**src/rtl/bth_pkg.sv**
```systemverilog
// shared types and codes for the boundary tag heap allocator
// no dependencies; imported by every rtl module of the block except bth_ram
`default_nettype none

package bth_pkg;

    localparam int HEAP_WORDS_DEF = 64;

    localparam logic [1:0] KIND_FIRST = 2'd0;
    localparam logic [1:0] KIND_BEST  = 2'd1;
    localparam logic [1:0] KIND_FREE  = 2'd2;

    localparam logic [1:0] ST_ALLOC   = 2'd0;
    localparam logic [1:0] ST_FREED   = 2'd1;
    localparam logic [1:0] ST_NOSPACE = 2'd2;
    localparam logic [1:0] ST_BADADDR = 2'd3;

    typedef struct packed {
        logic [1:0] kind;
        logic [1:0] size_class;
        logic [6:0] block_address;
    } req_t;

    typedef struct packed {
        logic [1:0] status;
        logic [6:0] start_address;
    } rsp_t;

    typedef enum logic [4:0] {
        DP_NOP,
        DP_LOAD,
        DP_INIT_WR,
        DP_RD_H,
        DP_FIT_CHK,
        DP_FIT_RST,
        DP_CO_START,
        DP_CO_TST,
        DP_WR_HDR,
        DP_WR_FTR,
        DP_PLACE1,
        DP_PLACE2,
        DP_FR_ADV,
        DP_FR_HDR,
        DP_RD_PREV,
        DP_RD_P2,
        DP_RD_END,
        DP_PAD_B,
        DP_PAD_A,
        DP_REL_P,
        DP_REL_N,
        DP_RESULT
    } dp_op_t;

    typedef struct packed {
        dp_op_t     op;
        logic [1:0] res;
    } ctl_cmd_t;

    typedef struct packed {
        logic init_last;
        logic kind_alloc;
        logic kind_free;
        logic addr_bad;
        logic h_end;
        logic pick_ok;
        logic fit_stop;
        logic co_good;
        logic co_reach;
        logic split;
        logic fr_cont;
        logic fr_match;
        logic hdr_is_pad;
        logic hdr_alloc;
        logic h_pos;
        logic p2_in;
        logic pad_go;
        logic rel_p_ok;
        logic end_in;
        logic rel_n_ok;
        logic out_free;
    } dp_stat_t;

endpackage

`default_nettype wire

```
**src/rtl/boundary_tag_heap_allocator_core.sv**
```systemverilog
// top level of the boundary tag heap allocator: controller plus datapath
// depends on bth_pkg, bth_ctrl, bth_datapath, bth_ram
//
//   channel | signals                  | payload
//   --------+--------------------------+-----------------------------------
//   request | req_valid / req_ready    | req  (kind, size_class, block_address)
//   result  | rsp_valid / rsp_ready    | rsp  (status, start_address)
//
// one item at a time; single read port tag store, so each block visited takes a read state
// and a check state; alloc: accept, dispatch, search, then place (header and footer write)
// and a second header and footer write on a split; best fit walks the whole heap; a failed
// search adds a coalescing walk and a rewrite of the merged run before searching again
// free: walk the blocks up to the address, read the header, release and merge, check padding
// after reset a clearing pass writes the initial tags to every word; no item
// is taken meanwhile; a result waits in the output register, a new one stalls until it goes
`default_nettype none

module boundary_tag_heap_allocator_core
    import bth_pkg::*;
#(
    parameter int HEAP_WORDS = HEAP_WORDS_DEF
) (
    input  wire logic clk,
    input  wire logic rst_n,
    input  wire logic req_valid,
    output logic      req_ready,
    input  wire req_t req,
    output logic      rsp_valid,
    input  wire logic rsp_ready,
    output rsp_t      rsp
);

    ctl_cmd_t cmd;
    dp_stat_t st;

    bth_ctrl u_ctrl (
        .clk      (clk),
        .rst_n    (rst_n),
        .req_valid(req_valid),
        .req_ready(req_ready),
        .st       (st),
        .cmd      (cmd)
    );

    bth_datapath #(
        .HEAP_WORDS(HEAP_WORDS)
    ) u_dp (
        .clk      (clk),
        .rst_n    (rst_n),
        .cmd      (cmd),
        .st       (st),
        .req      (req),
        .rsp_valid(rsp_valid),
        .rsp_ready(rsp_ready),
        .rsp      (rsp)
    );

endmodule

`default_nettype wire

```
**src/rtl/bth_ram.sv**
```systemverilog
// generic single write, single read ram with registered read data
// no dependencies
`default_nettype none

module bth_ram #(
    parameter int WIDTH = 8,
    parameter int DEPTH = 64
) (
    input  wire logic                     clk,
    input  wire logic                     we,
    input  wire logic [$clog2(DEPTH)-1:0] waddr,
    input  wire logic [WIDTH-1:0]         wdata,
    input  wire logic [$clog2(DEPTH)-1:0] raddr,
    output logic      [WIDTH-1:0]         rdata
);

    logic [WIDTH-1:0] mem [DEPTH];

    always_ff @(posedge clk)
    begin
        if (we)
        begin
            mem[waddr] <= wdata;
        end
        rdata <= mem[raddr];
    end

endmodule

`default_nettype wire

```
**src/rtl/bth_datapath.sv**
```systemverilog
// datapath: tag store, walk pointers, block write setup and result register
// depends on bth_pkg and bth_ram
`default_nettype none

module bth_datapath
    import bth_pkg::*;
#(
    parameter int HEAP_WORDS = HEAP_WORDS_DEF
) (
    input  wire logic     clk,
    input  wire logic     rst_n,
    input  wire ctl_cmd_t cmd,
    output dp_stat_t      st,
    input  wire req_t     req,
    output logic          rsp_valid,
    input  wire logic     rsp_ready,
    output rsp_t          rsp
);

    localparam int AW    = $clog2(HEAP_WORDS);
    localparam int SW    = $clog2(HEAP_WORDS + 1);
    localparam int XW    = ((SW + 1) > 7) ? SW + 1 : 7;
    localparam int LAST  = ((HEAP_WORDS - 4) / 4) * 4;
    localparam int LSIZE = HEAP_WORDS - LAST;

    localparam logic [XW-1:0] N_X     = XW'(HEAP_WORDS);
    localparam logic [XW-1:0] LAST_X  = XW'(LAST);
    localparam logic [XW-1:0] LSIZE_X = XW'(LSIZE);
    localparam logic [XW-1:0] ONE_X   = XW'(1);
    localparam logic [XW-1:0] TWO_X   = XW'(2);
    localparam logic [XW-1:0] FOUR_X  = XW'(4);

    req_t          req_reg;
    logic [XW-1:0] h_reg, start_reg, end_reg, acc_reg, pick_reg, plen_reg;
    logic [XW-1:0] wb_h_reg, wb_s_reg;
    logic          wb_a_reg, pick_ok_reg, before_reg, after_reg, out_valid_reg;
    rsp_t          rsp_reg;

    logic          we;
    logic [AW-1:0] waddr, raddr;
    logic [SW:0]   wdata, rdata;

    logic          r_alloc;
    logic [XW-1:0] r_size, s1, room, len, need, acc_new, a_x, ftr_x, init_size;
    logic [XW-1:0] remain, ps_start;
    logic          wb_ok, fit_good, best_better, co_good;

    bth_ram #(
        .WIDTH(SW + 1),
        .DEPTH(HEAP_WORDS)
    ) u_ram (
        .clk  (clk),
        .we   (we),
        .waddr(waddr),
        .wdata(wdata),
        .raddr(raddr),
        .rdata(rdata)
    );

    always_comb
    begin
        r_alloc  = rdata[SW];
        r_size   = XW'(rdata[SW-1:0]);
        s1       = (r_size == '0) ? ONE_X : r_size;
        room     = N_X - h_reg;
        len      = (s1 > room) ? room : s1;
        need     = (TWO_X << req_reg.size_class) + TWO_X;
        acc_new  = acc_reg + len;
        a_x      = XW'(req_reg.block_address) - ONE_X;
        ftr_x    = wb_h_reg + wb_s_reg - ONE_X;
        remain   = plen_reg - need;
        ps_start = h_reg - r_size;
        wb_ok    = (wb_s_reg >= ONE_X) && (wb_h_reg < N_X) && (wb_s_reg <= N_X - wb_h_reg);
        fit_good = !r_alloc && (len >= need);
        best_better = !pick_ok_reg || (len < plen_reg);
        co_good  = !r_alloc || (r_size == TWO_X);
        // reset layout: four-word blocks, the last one takes what is left
        if (h_reg < LAST_X)
        begin
            init_size = (h_reg[1:0] == 2'd0 || h_reg[1:0] == 2'd3) ? FOUR_X : ONE_X;
        end
        else
        begin
            init_size = (h_reg == LAST_X || h_reg == N_X - ONE_X) ? LSIZE_X : ONE_X;
        end
    end

    always_comb
    begin
        we    = 1'b0;
        waddr = h_reg[AW-1:0];
        wdata = {1'b0, init_size[SW-1:0]};
        raddr = h_reg[AW-1:0];
        unique case (cmd.op)
            DP_INIT_WR: we = 1'b1;
            DP_WR_HDR:
            begin
                we    = wb_ok;
                waddr = wb_h_reg[AW-1:0];
                wdata = {wb_a_reg, wb_s_reg[SW-1:0]};
            end
            DP_WR_FTR:
            begin
                we    = wb_ok;
                waddr = ftr_x[AW-1:0];
                wdata = {wb_a_reg, wb_s_reg[SW-1:0]};
            end
            DP_RD_PREV: raddr = AW'(h_reg - ONE_X);
            DP_RD_P2:   raddr = AW'(h_reg + TWO_X);
            DP_RD_END:  raddr = end_reg[AW-1:0];
            default:    ;
        endcase
    end

    always_comb
    begin
        st.init_last  = (h_reg == N_X - ONE_X);
        st.kind_alloc = (req_reg.kind == KIND_FIRST) || (req_reg.kind == KIND_BEST);
        st.kind_free  = (req_reg.kind == KIND_FREE);
        st.addr_bad   = (req_reg.block_address == '0) || (XW'(req_reg.block_address) > N_X);
        st.h_end      = (h_reg >= N_X);
        st.pick_ok    = pick_ok_reg;
        st.fit_stop   = fit_good && (req_reg.kind != KIND_BEST);
        st.co_good    = co_good;
        st.co_reach   = (acc_new >= need);
        st.split      = (remain >= TWO_X);
        st.fr_cont    = (h_reg < N_X) && (h_reg < a_x);
        st.fr_match   = (h_reg == a_x);
        st.hdr_is_pad = (r_size == TWO_X);
        st.hdr_alloc  = r_alloc;
        st.h_pos      = (h_reg != '0);
        st.p2_in      = (h_reg + TWO_X < N_X);
        st.pad_go     = before_reg || after_reg;
        st.rel_p_ok   = co_good && (r_size >= ONE_X) && (r_size <= h_reg);
        st.end_in     = (end_reg < N_X);
        st.rel_n_ok   = co_good && (r_size >= ONE_X) && (r_size <= N_X - end_reg);
        st.out_free   = !out_valid_reg || rsp_ready;
    end

    // control registers
    always_ff @(posedge clk or negedge rst_n)
    begin
        if (!rst_n)
        begin
            h_reg         <= '0;
            pick_ok_reg   <= 1'b0;
            out_valid_reg <= 1'b0;
        end
        else
        begin
            if (cmd.op == DP_RESULT)
            begin
                out_valid_reg <= 1'b1;
            end
            else if (out_valid_reg && rsp_ready)
            begin
                out_valid_reg <= 1'b0;
            end
            unique case (cmd.op)
                DP_INIT_WR: h_reg <= h_reg + ONE_X;
                DP_LOAD, DP_FIT_RST:
                begin
                    h_reg       <= '0;
                    pick_ok_reg <= 1'b0;
                end
                DP_FIT_CHK:
                begin
                    h_reg <= h_reg + len;
                    if (fit_good && (st.fit_stop || best_better))
                    begin
                        pick_ok_reg <= 1'b1;
                    end
                end
                DP_CO_TST:
                begin
                    if (!(co_good && st.co_reach))
                    begin
                        h_reg <= h_reg + len;
                    end
                end
                DP_FR_ADV: h_reg <= h_reg + len;
                default:   ;
            endcase
        end
    end

    // payload registers
    always_ff @(posedge clk)
    begin
        unique case (cmd.op)
            DP_LOAD: req_reg <= req;
            DP_FIT_CHK:
            begin
                if (fit_good && (st.fit_stop || best_better))
                begin
                    pick_reg <= h_reg;
                    plen_reg <= len;
                end
            end
            DP_CO_START:
            begin
                start_reg <= h_reg;
                acc_reg   <= '0;
            end
            DP_CO_TST:
            begin
                if (co_good)
                begin
                    acc_reg <= acc_new;
                end
                wb_h_reg <= start_reg;
                wb_s_reg <= acc_new;
                wb_a_reg <= 1'b0;
            end
            DP_PLACE1:
            begin
                wb_h_reg <= pick_reg;
                wb_s_reg <= st.split ? need : plen_reg;
                wb_a_reg <= 1'b1;
            end
            DP_PLACE2:
            begin
                wb_h_reg <= pick_reg + need;
                wb_s_reg <= remain;
                wb_a_reg <= (remain == TWO_X);
            end
            DP_FR_HDR:
            begin
                start_reg  <= h_reg;
                end_reg    <= h_reg + len;
                wb_h_reg   <= h_reg;
                wb_s_reg   <= len;
                wb_a_reg   <= 1'b0;
                before_reg <= 1'b0;
                after_reg  <= 1'b0;
            end
            DP_PAD_B: before_reg <= !r_alloc;
            DP_PAD_A: after_reg  <= !r_alloc;
            DP_REL_P:
            begin
                // merged start moves back only when the block before is taken in
                if (st.rel_p_ok)
                begin
                    start_reg <= ps_start;
                    wb_h_reg  <= ps_start;
                    wb_s_reg  <= end_reg - ps_start;
                    wb_a_reg  <= 1'b0;
                end
            end
            DP_REL_N:
            begin
                wb_h_reg <= start_reg;
                wb_s_reg <= end_reg - start_reg + r_size;
                wb_a_reg <= 1'b0;
            end
            DP_RESULT:
            begin
                rsp_reg.status        <= cmd.res;
                rsp_reg.start_address <= (cmd.res == ST_ALLOC) ? 7'(pick_reg + ONE_X) : 7'd0;
            end
            default: ;
        endcase
    end

    assign rsp_valid = out_valid_reg;
    assign rsp       = rsp_reg;

    a_result_slot_free: assert property (@(posedge clk) disable iff (!rst_n)
        (cmd.op == DP_RESULT) |-> (!out_valid_reg || rsp_ready))
        else $error("result written over an item not yet taken");

    a_footer_in_heap: assert property (@(posedge clk) disable iff (!rst_n)
        (cmd.op == DP_WR_FTR && wb_ok) |-> (ftr_x < N_X && ftr_x >= wb_h_reg))
        else $error("footer write outside its block");

endmodule

`default_nettype wire

```
**src/rtl/bth_ctrl.sv**
```systemverilog
// controller state machine: sequences fit search, coalescing, split and free
// depends on bth_pkg
`default_nettype none

module bth_ctrl
    import bth_pkg::*;
(
    input  wire logic     clk,
    input  wire logic     rst_n,
    input  wire logic     req_valid,
    output logic          req_ready,
    input  wire dp_stat_t st,
    output ctl_cmd_t      cmd
);

    typedef enum logic [4:0] {
        S_INIT, S_IDLE, S_DISPATCH,
        S_FIT_RD, S_FIT_CK, S_FIT_AG,
        S_CO_ST, S_CO_RD, S_CO_TS,
        S_PL1, S_PL2, S_WH, S_WF,
        S_FR_RD, S_FR_ADV, S_FR_HD,
        S_PB, S_PBL, S_PA, S_PAL, S_PGO,
        S_RP, S_RPL, S_RN, S_RNL,
        S_RES
    } state_t;

    state_t     state_reg, state_next, ret_reg, ret_next;
    logic       retried_reg, retried_next;
    logic [1:0] res_reg, res_next;

    always_ff @(posedge clk or negedge rst_n)
    begin
        if (!rst_n)
        begin
            state_reg   <= S_INIT;
            ret_reg     <= S_IDLE;
            retried_reg <= 1'b0;
            res_reg     <= ST_BADADDR;
        end
        else
        begin
            state_reg   <= state_next;
            ret_reg     <= ret_next;
            retried_reg <= retried_next;
            res_reg     <= res_next;
        end
    end

    always_comb
    begin
        state_next   = state_reg;
        ret_next     = ret_reg;
        retried_next = retried_reg;
        res_next     = res_reg;
        cmd.op       = DP_NOP;
        cmd.res      = res_reg;
        req_ready    = 1'b0;
        unique case (state_reg)
            S_INIT:
            begin
                cmd.op = DP_INIT_WR;
                if (st.init_last)
                begin
                    state_next = S_IDLE;
                end
            end
            S_IDLE:
            begin
                req_ready = 1'b1;
                if (req_valid)
                begin
                    cmd.op       = DP_LOAD;
                    retried_next = 1'b0;
                    state_next   = S_DISPATCH;
                end
            end
            S_DISPATCH:
            begin
                if (st.kind_alloc)
                begin
                    state_next = S_FIT_RD;
                end
                else if (st.kind_free && !st.addr_bad)
                begin
                    res_next   = ST_FREED;
                    state_next = S_FR_RD;
                end
                else
                begin
                    res_next   = ST_BADADDR;
                    state_next = S_RES;
                end
            end
            S_FIT_RD:
            begin
                if (st.h_end)
                begin
                    if (st.pick_ok)
                    begin
                        state_next = S_PL1;
                    end
                    else if (!retried_reg)
                    begin
                        cmd.op     = DP_FIT_RST;
                        state_next = S_CO_ST;
                    end
                    else
                    begin
                        res_next   = ST_NOSPACE;
                        state_next = S_RES;
                    end
                end
                else
                begin
                    cmd.op     = DP_RD_H;
                    state_next = S_FIT_CK;
                end
            end
            S_FIT_CK:
            begin
                cmd.op     = DP_FIT_CHK;
                state_next = st.fit_stop ? S_PL1 : S_FIT_RD;
            end
            S_FIT_AG:
            begin
                cmd.op     = DP_FIT_RST;
                state_next = S_FIT_RD;
            end
            S_CO_ST:
            begin
                if (st.h_end)
                begin
                    res_next   = ST_NOSPACE;
                    state_next = S_RES;
                end
                else
                begin
                    cmd.op     = DP_CO_START;
                    state_next = S_CO_RD;
                end
            end
            S_CO_RD:
            begin
                if (st.h_end)
                begin
                    state_next = S_CO_ST;
                end
                else
                begin
                    cmd.op     = DP_RD_H;
                    state_next = S_CO_TS;
                end
            end
            S_CO_TS:
            begin
                cmd.op = DP_CO_TST;
                if (st.co_good && st.co_reach)
                begin
                    retried_next = 1'b1;
                    ret_next     = S_FIT_AG;
                    state_next   = S_WH;
                end
                else
                begin
                    state_next = st.co_good ? S_CO_RD : S_CO_ST;
                end
            end
            S_PL1:
            begin
                cmd.op     = DP_PLACE1;
                res_next   = ST_ALLOC;
                ret_next   = st.split ? S_PL2 : S_RES;
                state_next = S_WH;
            end
            S_PL2:
            begin
                cmd.op     = DP_PLACE2;
                ret_next   = S_RES;
                state_next = S_WH;
            end
            S_WH:
            begin
                cmd.op     = DP_WR_HDR;
                state_next = S_WF;
            end
            S_WF:
            begin
                cmd.op     = DP_WR_FTR;
                state_next = ret_reg;
            end
            S_FR_RD:
            begin
                if (st.fr_cont)
                begin
                    cmd.op     = DP_RD_H;
                    state_next = S_FR_ADV;
                end
                else if (!st.fr_match)
                begin
                    res_next   = ST_BADADDR;
                    state_next = S_RES;
                end
                else
                begin
                    cmd.op     = DP_RD_H;
                    state_next = S_FR_HD;
                end
            end
            S_FR_ADV:
            begin
                cmd.op     = DP_FR_ADV;
                state_next = S_FR_RD;
            end
            S_FR_HD:
            begin
                cmd.op = DP_FR_HDR;
                if (st.hdr_is_pad)
                begin
                    state_next = S_PB;
                end
                else if (st.hdr_alloc)
                begin
                    ret_next   = S_RP;
                    state_next = S_WH;
                end
                else
                begin
                    state_next = S_RES;
                end
            end
            // padding is released only next to an unallocated neighbor
            S_PB:
            begin
                if (st.h_pos)
                begin
                    cmd.op     = DP_RD_PREV;
                    state_next = S_PBL;
                end
                else
                begin
                    state_next = S_PA;
                end
            end
            S_PBL:
            begin
                cmd.op     = DP_PAD_B;
                state_next = S_PA;
            end
            S_PA:
            begin
                if (st.p2_in)
                begin
                    cmd.op     = DP_RD_P2;
                    state_next = S_PAL;
                end
                else
                begin
                    state_next = S_PGO;
                end
            end
            S_PAL:
            begin
                cmd.op     = DP_PAD_A;
                state_next = S_PGO;
            end
            S_PGO:
            begin
                if (st.pad_go)
                begin
                    ret_next   = S_RP;
                    state_next = S_WH;
                end
                else
                begin
                    state_next = S_RES;
                end
            end
            S_RP:
            begin
                if (st.h_pos)
                begin
                    cmd.op     = DP_RD_PREV;
                    state_next = S_RPL;
                end
                else
                begin
                    state_next = S_RN;
                end
            end
            S_RPL:
            begin
                cmd.op = DP_REL_P;
                if (st.rel_p_ok)
                begin
                    ret_next   = S_RN;
                    state_next = S_WH;
                end
                else
                begin
                    state_next = S_RN;
                end
            end
            S_RN:
            begin
                if (st.end_in)
                begin
                    cmd.op     = DP_RD_END;
                    state_next = S_RNL;
                end
                else
                begin
                    state_next = S_RES;
                end
            end
            S_RNL:
            begin
                cmd.op = DP_REL_N;
                if (st.rel_n_ok)
                begin
                    ret_next   = S_RES;
                    state_next = S_WH;
                end
                else
                begin
                    state_next = S_RES;
                end
            end
            S_RES:
            begin
                if (st.out_free)
                begin
                    cmd.op     = DP_RESULT;
                    state_next = S_IDLE;
                end
            end
            default: state_next = S_IDLE;
        endcase
    end

    a_busy_after_accept: assert property (@(posedge clk) disable iff (!rst_n)
        (req_valid && req_ready) |=> !req_ready)
        else $error("new item taken while one is in progress");

    a_one_result_per_item: assert property (@(posedge clk) disable iff (!rst_n)
        (cmd.op == DP_RESULT) |=> (state_reg == S_IDLE && cmd.op != DP_RESULT))
        else $error("result issued twice for one item");

endmodule

`default_nettype wire
```
**config.mk**
```make
export PLATFORM = sky130hd
export DESIGN_NAME = boundary_tag_heap_allocator_core
export DESIGN_NICKNAME = d
export VERILOG_FILES = /design/src/rtl/bth_pkg.sv /design/src/rtl/boundary_tag_heap_allocator_core.sv /design/src/rtl/bth_ram.sv /design/src/rtl/bth_datapath.sv /design/src/rtl/bth_ctrl.sv
export SDC_FILE = /design/constraint.sdc
export NUM_CORES = 1
export LEC_CHECK = 0
export BUFFER_PORTS_ARGS = -buffer_cell sky130_fd_sc_hd__buf_2
export CAP_MARGIN = 20
export CELL_PAD_IN_SITES_DETAIL_PLACEMENT = 1
export CELL_PAD_IN_SITES_GLOBAL_PLACEMENT = 2
export CORE_ASPECT_RATIO = 2
export CORE_MARGIN = 4
export CORE_UTILIZATION = 37
export CTS_CLUSTER_DIAMETER = 60
export CTS_CLUSTER_SIZE = 16
export DETAILED_ROUTE_END_ITERATION = 8
export GPL_TIMING_DRIVEN = 0
export PLACE_DENSITY = 0.74
export SYNTH_ARGS = -nofsm -noshare
export SYNTH_HDL_FRONTEND = slang
export SYNTH_SLANG_ARGS = --single-unit
export TNS_END_PERCENT = 30
```
**constraint.sdc**
```tcl
create_clock -name clk -period 11.6 [get_ports clk]
set_input_delay 0.58 -clock clk [delete_from_list [all_inputs] [get_ports clk]]
set_output_delay 0.58 -clock clk [all_outputs]
set_load 0.05 [all_outputs]
```
==> impl_metrics.json <==
{
  "dieHeight_um": 416,
  "clock_path_buffers": 3,
  "dieArea_um2": 88100,
  "area_delta_synth_final_pct": 11.4,
  "firstDrtPassIters": 6,
  "drc_errors": 0,
  "wl_per_cell_um": 30.4,
  "layout_setup_ws_ps": 3160,
  "pwr_density_cell_nw_per_um2": 315,
  "postSynth.asyncResetShare_pct": 3.70,
  "power_mw": 10.8,
  "run_status": "complete, no violations",
  "synth.distinct_cells": 95,
  "hold_class": "in2reg",
  "vias": 21800,
  "worstSetupEndpointType": "flip-flop",
  "cts_buffers": 51,
  "final_cells": 3756,
  "diodes": 0,
  "root_buffer": "clkbuf_16",
  "gp_congestion": 0.951,
  "path_clk_slew_ps": 70,
  "largest_register_ffs": 512,
  "io_buffers": 25,
  "worst_pin_slew_ps": 1290,
  "synth-seq-cells": 622,
  "fin_crit_ps": 8440,
  "cts_tree": "built",
  "ys.warnings.count": 0,
  "rows": 149,
  "reg2regPathDepth": 28,
  "cp.arrival_ps": 8950,
  "use_met2_pct": 50.1,
  "crit_slowest_cell": "nor3_1",
  "cap_violations": 0,
  "cts_num_sinks": 622,
  "grt_max_degree": 57,
  "path_max_fanout": 10,
  "leakage_nw": 12.4,
  "dp.cells": 3678,
  "hpwlAfterDp_um": 89600,
  "top_usage_layer": "met2",
  "start_util_pct": 37.3,
  "grt-ovfl-total": 0,
  "min_to": "u_dp.req_reg[8]$_DFFE_PP_",
  "rsz0062_at_grt": "no",
  "multi_input_area_um2": 11300,
  "final_nets": 2822,
  "hold_violations": 0,
  "grt_pass1_vias": 23800,
  "drt-total-wl_um": 114000,
  "clk_latency_ps": 670,
  "preCtsSetupSlack_ps": 2570,
  "reg2reg_to": "u_ctrl.ret_reg[3]$_DFFE_PN0P_",
  "finalSetupViolations": 0,
  "required_ps": 12120,
  "yosysSeqAreaShare_pct": 60.1,
  "ant_nets": 0,
  "regToRegSetupSlack_ps": 3160,
  "antenna_found_initial": 0,
  "slew_violations": 0,
  "netlist_area_um2": 30800,
  "netlist_instances": 2567,
  "gr-usage-met3_pct": 2.78,
  "cts_resized": 0,
  "fin_skew_ps": 53.5,
  "cp_slowest_stage_delay_ps": 780,
  "die_width_um": 212,
  "htreeDepth": 2,
  "drive_gt1_share_pct": 11.4,
  "period_share_pct": 72.7,
  "track_usage_pct": 25.7,
  "routed_via_density": 5.80,
  "hold_depth": 1,
  "tns_ps": 0,
  "drt_first_iter_violations": 1790,
  "regArea_um2": 18500,
  "grt_pass1_wl_um": 164000,
  "path_class": "reg2reg",
  "coreArea_um2": 82400,
  "fmax_mhz": 119,
  "io_pins": 26,
  "relSlewSlack_pct": 14.3,
  "grt.met1_usage_pct": 23.2,
  "rr_startpoint": "u_dp.h_reg[0]$_DFFE_PN0P_",
  "num-fill-cells": 8785,
  "hold_start": "req[8]",
  "worstSetupStartpointType": "flip-flop",
  "avgSynthCellArea_um2": 12.0,
  "synth_ff_type": "edfxtp_1",
  "peakVddDrop_mv": 0.181,
  "synth_enable_flop_cells": 591
}
[layer usage]
layer  vias to the layer above  share of wire [%]
li1                       9645                  -
met1                     11000                 30
met2                       729                 56
met3                       376                3.3
met4                         0                 10
met5                         -                  0
[Yosys cell counts, types with 10 or more instances]
cell type	instances	area share, %
xor2_1	24	0.68
edfxtp_1	591	58
o21ai_1	11	0.18
and2_1	14	0.28
a311oi_1	16	0.46
clkbuf_1	42	0.51
buf_4	17	0.41
a21oi_1	101	1.6
o211ai_1	10	0.24
dfrtp_1	20	1.6
buf_2	53	0.86
buf_6	13	0.48
nand2_1	506	6.2
a31oi_1	17	0.35
nand4_1	22	0.45
fa_1	13	0.85
mux2i_1	13	0.42
a21o_1	34	0.83
o21ai_0	83	1.4
nand2b_1	18	0.37
o21a_1	15	0.37
mux4_2	48	3.5
ha_1	115	4.7
o22ai_1	25	0.51
nor2_1	140	1.7
and3_1	44	0.89
xnor2_1	58	1.7
nor2b_1	20	0.41
a211oi_1	11	0.27
nand3_1	148	2.4
nor3_1	31	0.50
inv_1	100	1.2
[critical path: cells and delay by family (launching register included)]
| family | cells | cell delay [ps] |
|---|---|---|
| muxes | 1 | 420 |
| DFF | 1 | 530 |
| AOI/OAI and AO/OA | 8 | 1730 |
| xor gates and xnor gates | 2 | 580 |
| buffers and inverters | 6 | 1640 |
| adders and majority gates | 4 | 1270 |
| and+or+nand+nor | 7 | 2140 |
[layout make-up]
cell class	instances	area share [%]
tap	1057	3.86
clock inverter	18	0.800
multi-input combinational	1713	32.9
clock buffer	55	3.77
sequential	622	54.0
timing repair buffer	55	1.50
buffer	134	2.13
inverter	102	1.12
[kinds of logic (layout without fill, tap and decap cells)]
family                     Yosys count  after routing  share of synthesized area [%]
DFF                                622            622                           60.1
and+or+nand+nor                   1010           1010                           15.1
adders and majority gates          129            129                           5.56
xor gates and xnor gates            82             82                           2.34
muxes                               67             67                           4.16
buffers and inverters              236            364                           3.62
AOI/OAI and AO/OA                  419            419                           9.12
other                                2              6                         0.0244
[cells in the final DEF, fill, tap and decap left out, types with 58 or more instances in the layout]
cell type  netlist  layout
edfxtp_1       591     591
nand2_1        506     506
nand3_1        148     148
nor2_1         140     136
ha_1           115     115
a21oi_1        101     101
inv_1          100     100
buf_2           53      80
o21ai_0         83      79
xnor2_1         58      58
[power breakdown]
part | total, mW | switching (mW) | leakage (nW) | internal [mW]
sequential | 3.07 | 0.164 | 5.76 | 2.90
clock | 1.73 | 0.864 | 0.751 | 0.863
combinational | 5.99 | 3.99 | 5.93 | 2.00
total | 10.8 | 5.02 | 12.4 | 5.77
[stage by stage]
step,instance area (µm²),hold slack [ps],util (%)
after floorplan,30800,284,-
after global placement,32200,492,39.1
after detailed placement,32700,505,39.6
after CTS,34200,98.8,41.5
after global routing,34300,110,41.6
final,34300,126,41.6
[what timing repair did]
action                                 CTS  global route
buffers inserted                         0             0
hold buffers                             1             0
setup endpoints to repair                0             0
endpoints found under the hold margin   20             0
[how the worst max path moves through the flow]
stage / slack, ps / cells past startpoint / end / startpoint
final: 3160 / 28 / u_ctrl.ret_reg[3]$_DFFE_PN0P_ / u_dp.h_reg[0]$_DFFE_PN0P_
after global placement: 1020 / 7 / u_dp.u_ram.mem[47][0]$_DFFE_PP_ / u_dp.h_reg[0]$_DFFE_PN0P_
after global routing: 2780 / 28 / u_ctrl.ret_reg[3]$_DFFE_PN0P_ / u_dp.h_reg[0]$_DFFE_PN0P_
after detailed placement: 2570 / 27 / u_ctrl.ret_reg[3]$_DFFE_PN0P_ / u_dp.h_reg[0]$_DFFE_PN0P_
after CTS: 2500 / 27 / u_ctrl.ret_reg[3]$_DFFE_PN0P_ / u_dp.h_reg[0]$_DFFE_PN0P_
after floorplan: 5420 / 28 / u_dp.h_reg[6]$_DFFE_PN0P_ / u_dp.h_reg[0]$_DFFE_PN0P_
Note: power is estimated with default switching activity, not from simulation.
